$ cat src/assert_macros.svh
// ----------------------------------------------------------------------------
// assert_macros.svh
// shared concurrent assertion macros, clocked on clk, held off in reset
// ----------------------------------------------------------------------------
`ifndef ASSERT_MACROS_SVH
`define ASSERT_MACROS_SVH

// antecedent implies consequent in the same cycle
`define ASSERT_SAME(label, ante, cons, msg) \
  label: assert property (@(posedge clk) disable iff (!rst_n) (ante) |-> (cons)) \
    else $error(msg);

// antecedent implies consequent in the next cycle
`define ASSERT_NEXT(label, ante, cons, msg) \
  label: assert property (@(posedge clk) disable iff (!rst_n) (ante) |=> (cons)) \
    else $error(msg);

`endif

$ cat src/cpu_pkg.sv
// ----------------------------------------------------------------------------
// cpu_pkg
// character codes, status codes and helpers for the content pattern unescaper
// ----------------------------------------------------------------------------
package cpu_pkg;

  localparam int unsigned CHAR_W   = 8;
  localparam int unsigned STATUS_W = 2;
  localparam int unsigned NIB_W    = 4;
  localparam int unsigned OUT_DATA_W = 16;

  localparam logic [CHAR_W-1:0] CH_PIPE   = 8'h7C;
  localparam logic [CHAR_W-1:0] CH_BSLASH = 8'h5C;
  localparam logic [CHAR_W-1:0] CH_COLON  = 8'h3A;
  localparam logic [CHAR_W-1:0] CH_SEMI   = 8'h3B;
  localparam logic [CHAR_W-1:0] CH_DQUOTE = 8'h22;

  localparam logic [STATUS_W-1:0] ST_OK      = 2'd0;
  localparam logic [STATUS_W-1:0] ST_BAD_ESC = 2'd1;
  localparam logic [STATUS_W-1:0] ST_EMPTY   = 2'd2;

  typedef struct packed {
    logic             is_hex;
    logic [NIB_W-1:0] value;
  } hex_digit_t;

  function automatic hex_digit_t hex_decode(input logic [CHAR_W-1:0] c);
    hex_digit_t d;
    d.is_hex = 1'b0;
    d.value  = '0;
    if (c >= 8'h30 && c <= 8'h39) begin
      d.is_hex = 1'b1;
      d.value  = c[NIB_W-1:0];
    end else if ((c >= 8'h41 && c <= 8'h46) || (c >= 8'h61 && c <= 8'h66)) begin
      d.is_hex = 1'b1;
      d.value  = c[NIB_W-1:0] + 4'd9;
    end
    return d;
  endfunction

endpackage

$ cat src/content_pattern_unescape_core.sv
// an accepted input beat is loaded into the result register, which drives its result beat
// throughput: one character per cycle while the output is not stalled, set by the single result register
// a stalled result register still takes a new beat when the output drains in the same cycle
// reset: synchronous, active low; clears the mode and escape flags, the held nibble,
// the error and byte-seen flags and the result valid
// ----------------------------------------------------------------------------
// content_pattern_unescape_core
// decodes rule content pattern text, hex sections and escapes while not stalled, one beat a cycle
// ----------------------------------------------------------------------------
`include "assert_macros.svh"

module content_pattern_unescape_core
  import cpu_pkg::*;
(
  input  logic                  clk,
  input  logic                  rst_n,
  input  logic                  in_tvalid,
  output logic                  in_tready,
  input  logic [CHAR_W-1:0]     in_tdata,   // [7:0] char_in
  input  logic                  in_tlast,   // is_last
  output logic                  out_tvalid,
  input  logic                  out_tready,
  output logic [OUT_DATA_W-1:0] out_tdata,  // [7:0] byte_out, [9:8] status, [15:10] zero
  output logic                  out_tuser,  // byte_valid
  output logic                  out_tlast   // done_res
);

  logic               hex_mode_r, hex_mode_nxt;
  logic               esc_armed_r, esc_armed_nxt;
  logic               nib_held_r, nib_held_nxt;
  logic [NIB_W-1:0]   high_nib_r, high_nib_nxt;
  logic               err_seen_r, err_seen_nxt;
  logic               any_byte_r, any_byte_nxt;

  logic               out_valid_r;
  logic [CHAR_W-1:0]  byte_r, byte_nxt;
  logic               bvalid_r, bvalid_nxt;
  logic               last_r;
  logic [STATUS_W-1:0] status_r, status_nxt;

  logic               in_fire;
  hex_digit_t         hd;
  logic               err_upd, any_upd;

  assign in_tready = !out_valid_r || out_tready;
  assign in_fire   = in_tvalid && in_tready;
  assign hd        = hex_decode(in_tdata);

  always_comb begin
    hex_mode_nxt  = hex_mode_r;
    esc_armed_nxt = esc_armed_r;
    nib_held_nxt  = nib_held_r;
    high_nib_nxt  = high_nib_r;
    err_upd       = err_seen_r;
    byte_nxt      = '0;
    bvalid_nxt    = 1'b0;
    status_nxt    = ST_OK;
    priority if (in_tdata == CH_PIPE) begin
      hex_mode_nxt = !hex_mode_r;
    end else if (!esc_armed_r && in_tdata == CH_BSLASH) begin
      esc_armed_nxt = 1'b1;
    end else if (hex_mode_r) begin
      if (hd.is_hex) begin
        if (nib_held_r) begin
          byte_nxt     = {high_nib_r, hd.value};
          bvalid_nxt   = 1'b1;
          nib_held_nxt = 1'b0;
        end else begin
          high_nib_nxt = hd.value;
          nib_held_nxt = 1'b1;
        end
      end
    end else if (esc_armed_r) begin
      if (in_tdata == CH_COLON || in_tdata == CH_SEMI ||
          in_tdata == CH_BSLASH || in_tdata == CH_DQUOTE) begin
        byte_nxt   = in_tdata;
        bvalid_nxt = 1'b1;
      end else begin
        err_upd = 1'b1;
      end
      esc_armed_nxt = 1'b0;
    end else begin
      byte_nxt   = in_tdata;
      bvalid_nxt = 1'b1;
    end
    any_upd = any_byte_r || bvalid_nxt;
    if (in_tlast) begin
      if (err_upd) begin
        status_nxt = ST_BAD_ESC;
      end else if (!any_upd) begin
        status_nxt = ST_EMPTY;
      end
    end
    // end of pattern starts the next one from scratch
    err_seen_nxt = err_upd;
    any_byte_nxt = any_upd;
    if (in_tlast) begin
      hex_mode_nxt  = 1'b0;
      esc_armed_nxt = 1'b0;
      nib_held_nxt  = 1'b0;
      high_nib_nxt  = '0;
      err_seen_nxt  = 1'b0;
      any_byte_nxt  = 1'b0;
    end
  end

  always_ff @(posedge clk) begin
    if (!rst_n) begin
      hex_mode_r  <= 1'b0;
      esc_armed_r <= 1'b0;
      nib_held_r  <= 1'b0;
      high_nib_r  <= '0;
      err_seen_r  <= 1'b0;
      any_byte_r  <= 1'b0;
      out_valid_r <= 1'b0;
    end else begin
      if (in_fire) begin
        hex_mode_r  <= hex_mode_nxt;
        esc_armed_r <= esc_armed_nxt;
        nib_held_r  <= nib_held_nxt;
        high_nib_r  <= high_nib_nxt;
        err_seen_r  <= err_seen_nxt;
        any_byte_r  <= any_byte_nxt;
        out_valid_r <= 1'b1;
      end else if (out_tready) begin
        out_valid_r <= 1'b0;
      end
    end
  end

  always_ff @(posedge clk) begin
    if (in_fire) begin
      byte_r   <= byte_nxt;
      bvalid_r <= bvalid_nxt;
      last_r   <= in_tlast;
      status_r <= status_nxt;
    end
  end

  assign out_tvalid = out_valid_r;
  assign out_tdata  = {{(OUT_DATA_W-CHAR_W-STATUS_W){1'b0}}, status_r, byte_r};
  assign out_tuser  = bvalid_r;
  assign out_tlast  = last_r;

  `ASSERT_SAME(a_status_only_at_end, out_valid_r && !last_r, status_r == ST_OK,
    "status set on a beat that is not the last")
  `ASSERT_SAME(a_no_byte_is_zero, out_valid_r && !bvalid_r, byte_r == '0,
    "byte_out nonzero without byte_valid")
  `ASSERT_NEXT(a_last_clears_state, in_fire && in_tlast,
    !hex_mode_r && !esc_armed_r && !nib_held_r && !err_seen_r && !any_byte_r,
    "pattern state not cleared after last beat")
  `ASSERT_NEXT(a_fire_gives_result, in_fire, out_valid_r,
    "accepted beat produced no result")

endmodule
$ cat config.mk
export PLATFORM = sky130hd
export DESIGN_NAME = content_pattern_unescape_core
export DESIGN_NICKNAME = d
export VERILOG_FILES = /design/src/cpu_pkg.sv /design/src/content_pattern_unescape_core.sv
export VERILOG_INCLUDE_DIRS = /design/src /design/src/src
export SDC_FILE = /design/constraint.sdc
export NUM_CORES = 1
export LEC_CHECK = 0
export BUFFER_PORTS_ARGS = -buffer_cell sky130_fd_sc_hd__buf_2
export CORE_MARGIN = 4
export CORE_UTILIZATION = 35
export CTS_BUF_LIST = sky130_fd_sc_hd__clkbuf_8
export DETAILED_ROUTE_END_ITERATION = 16
export PLACE_DENSITY = 0.56
export SLEW_MARGIN = 15
export SYNTH_ARGS = -nofsm -noshare
export SYNTH_HDL_FRONTEND = slang
export SYNTH_SLANG_ARGS = --single-unit
$ cat constraint.sdc
create_clock -name clk -period 1.5 [get_ports clk]
set_input_delay 0 -clock clk [delete_from_list [all_inputs] [get_ports clk]]
set_output_delay 0 -clock clk [all_outputs]
set_load 0.02 [all_outputs]
==> metrics <==
Final Instance Count excl. Fillers between 200 and 250; via count of the routed design around 1200; reg-to-reg critical path startpoint esc_armed_r$_SDFFE_PN0P_; io pins 33; leading cell types in the layout, fill and taps excluded sky130_fd_sc_hd__buf_2, sky130_fd_sc_hd__buf_4, sky130_fd_sc_hd__nand2_1, sky130_fd_sc_hd__nor2_1, sky130_fd_sc_hd__edfxtp_1; worst vdd rail ir drop between 300 and 400 uV; number of buffers created by CTS 3; overflow left after global routing 0; arrival time at the worst endpoint 1.63 ns; total cell area at the placement stage about 1700 um^2; highest fanout seen on the critical path 3; total of endpoints with negative setup slack in the final report 0; die area 4891 um^2; CP Launch Type flop; Detailed Routing Iterations Pass 1 4; final hold slack 0.007508 ns; share of final-layout standard cells stronger than drive strength 1 36.56%; number of buffer cells added on primary ports 26; category of the most critical setup path reg -> reg; sinks on the clock net 22; final clock skew ~0.005 ns; synth-to-layout area growth 30.85%; via count of the first global-routing pass around 1100; via-per-instance ratio a little under 5; number of antenna violations at the first check in global routing 0; dominant cell type by area after synthesis sky130_fd_sc_hd__edfxtp_1; Final min period 1.434 ns; ratio of total power to cell area between 700 and 800 nW/um^2; number of buffers on the longest clock path 2; CTS root buffer sky130_fd_sc_hd__clkbuf_8; Cell variety after synth 43; clock slew at reported path FFs 0.08 ns; number of fill cells in the layout about 380; WL final between 3000 and 4000 um; Yosys top cell area share between 20% and 30%; count of yosys warnings during synthesis 0; synthesized flop and latch total 22; FFs w/ async S/R, synth 0%; Pins Over Slew Limit 0; H-tree depth reported by CTS 1; Worst Hold Class in -> reg; Core Box Area 3689 um^2; number of hold-slack violations in the final timing report 0; crit path capture any_byte_r$_SDFFE_PN0P_; post-detailed-route DRC marker count 0; largest net degree at the start of global routing 14; launching element of the worst setup path esc_armed_r$_SDFFE_PN0P_; cells along the critical path nor2b_1 > nor3_2 > or4b_2 > o21ai_1; Buffers & Inverters on Critical Path 0; initial standard-cell utilization of the core 36.40%; first-pass GRT wire length between 5000 and 6000 um; kind of cell adding the most delay to the critical path simple AND/OR/NAND/NOR gates; Detail Placement HPWL roughly 2500 um; synthesized area divided by synthesized cell count just under 10 um^2; initial DRC count 46; kind of end point of the critical path flop; Layout Utilization between 40% and 50%; netlist area before placement between 1000 and 1500 um^2; combined global-route utilization of all metal layers between 10% and 20%; number of cells after detailed placement between 200 and 250; achievable frequency 697.4 MHz; chip width 69.94 um; routability-driven placement congestion ratio slightly below 1; synthesized instance count 138; leading post-synthesis cells by cell area sky130_fd_sc_hd__edfxtp_1, sky130_fd_sc_hd__dfxtp_1, sky130_fd_sc_hd__ha_1; Slowest Stage Delay on Critical Path around 0.63 ns; data required time of the worst path 1.69 ns; post-route clock period utilization between 90% and 100%; Layout Cell Area excl Fill between 1500 and 2000 um^2; number of maximum-capacitance violations 0; Ant. Diodes 0; internal reg-to-reg setup slack between 0.06 and 0.07 ns; leading cell type in the layout, fill and taps excluded sky130_fd_sc_hd__buf_2; total chip power ~1.3 mW; static power due to leakage 0.7386 nW; clock latency on the worst-skew pair 0.26 ns; cell type of the slowest stage on the worst timing path sky130_fd_sc_hd__or4b_2; count of antenna-violating nets left after detailed routing 0; worst reg2reg path endpoint any_byte_r$_SDFFE_PN0P_; fraction of the yosys area taken by sequential cells a little over two fifths; wire length per cell between 10 and 15 um; number of nets in the layout approximately 210; TritonCTS clock tree done; depth of the worst register-to-register path 4; die height between 60 and 70 um; predominant post-synthesis flop cell sky130_fd_sc_hd__edfxtp_1; row cnt 22; status completed; number of flops mapped to enable cells by yosys 12; total stage count of the critical path 4
## cells in the mapped netlist, types with 2 or more instances
| cell | n |
|---|---|
| sky130_fd_sc_hd__nand2_1 | 13 |
| sky130_fd_sc_hd__edfxtp_1 | 12 |
| sky130_fd_sc_hd__nor2_1 | 12 |
| sky130_fd_sc_hd__dfxtp_1 | 10 |
| sky130_fd_sc_hd__a22oi_1 | 7 |
| sky130_fd_sc_hd__buf_4 | 7 |
| sky130_fd_sc_hd__inv_1 | 6 |
| sky130_fd_sc_hd__nand2b_1 | 6 |
| sky130_fd_sc_hd__a21oi_1 | 5 |
| sky130_fd_sc_hd__ha_1 | 5 |
| sky130_fd_sc_hd__mux2i_1 | 5 |
| sky130_fd_sc_hd__nor4b_1 | 4 |
| sky130_fd_sc_hd__a21boi_0 | 3 |
| sky130_fd_sc_hd__and2_1 | 3 |
| sky130_fd_sc_hd__clkbuf_1 | 3 |
| sky130_fd_sc_hd__nand3_1 | 3 |
| sky130_fd_sc_hd__o21ai_0 | 3 |
| sky130_fd_sc_hd__buf_6 | 2 |
| sky130_fd_sc_hd__nor2b_1 | 2 |
| sky130_fd_sc_hd__nor3b_1 | 2 |
| sky130_fd_sc_hd__o31ai_1 | 2 |
| sky130_fd_sc_hd__xnor2_1 | 2 |
## state kept, by name, indices dropped and copies added, names as in the netlist
| signal | cells |
|---|---|
| out_tlast | 1 |
| hex_mode_r | 1 |
| out_tvalid | 1 |
| nib_held_r | 1 |
| status_r | 2 |
| esc_armed_r | 1 |
| any_byte_r | 1 |
| high_nib_r | 4 |
| out_tuser | 1 |
| err_seen_r | 1 |
| byte_r | 8 |
## layout make-up
cell class              instances  area (um^2)  share of cell area (%)
clock buffers                   3        41.29                   2.350
clock inverters                 1        3.754                  0.2137
inverters                       6        26.28                   1.496
multi-input cells             103        721.9                   41.10
flip-flops and latches         22        560.5                   31.91
well taps                      48        60.06                   3.419
repair buffers                 51        342.8                   19.52
## worst min path at each step
stage,endpoint,depth (start not counted),slack [ns],startpoint
floorplan,out_tlast$_DFFE_PP_,0,0.1,in_tlast
global placement,out_tvalid$_SDFFE_PN0P_,3,0.26,in_tvalid
detailed placement,out_tvalid$_SDFFE_PN0P_,3,0.29,in_tvalid
CTS,out_tvalid$_SDFFE_PN0P_,3,0.006,in_tvalid
global route,out_tvalid$_SDFFE_PN0P_,3,0.02,in_tvalid
finish,out_tvalid$_SDFFE_PN0P_,3,0.008,in_tvalid
## kinds of logic (layout without fill, tap and decap cells)
family	after synthesis	count (layout)	synth area share, %
mux	5	5	3.728
flops	22	22	41.75
buf+inv	18	61	8.108
other cells	1	6	0.2793
fa+ha+maj	5	5	4.660
xor+xnor	2	2	1.305
simple gates	52	52	21.44
compound gates	33	33	18.73
## worst min-delay path, stage by stage
cell and delay, ns:
sky130_fd_sc_hd__buf_2 0.11, sky130_fd_sc_hd__inv_1 0.05, sky130_fd_sc_hd__a21boi_0 0.06
## routing by layer
layer,GRT usage [%],part of all wire (%)
met2,23.40,52
met5,0,0
met3,1.295,4.3
met4,5.106,1.3
met1,14.80,42
## power by group
| group | switching, mW | leakage (nW) | total [mW] | internal (mW) |
|---|---|---|---|---|
| clock | 0.182 | 0.0269 | 0.365 | 0.182 |
| sequential | 0.00537 | 0.196 | 0.664 | 0.659 |
| combinational | 0.142 | 0.516 | 0.240 | 0.0988 |
| total | 0.329 | 0.739 | 1.27 | 0.940 |
## metrics by stage
step	TNS (ns)	setup slack [ns]
detailed placement	-2.817	-0.2448
finish	0	0.06604
CTS	0	0.03003
floorplan	0	0.003169
global placement	-1.654	-0.1478
global route	-0.0003135	-0.0003135
## repair_timing
item | 4_1_cts | 5_1_grt
buffers inserted | 0 | 0
hold buffers | 0 | 0
resized for setup | 0 | 4
setup endpoints to repair | 0 | 15
Power figures use the tool's default switching activity.
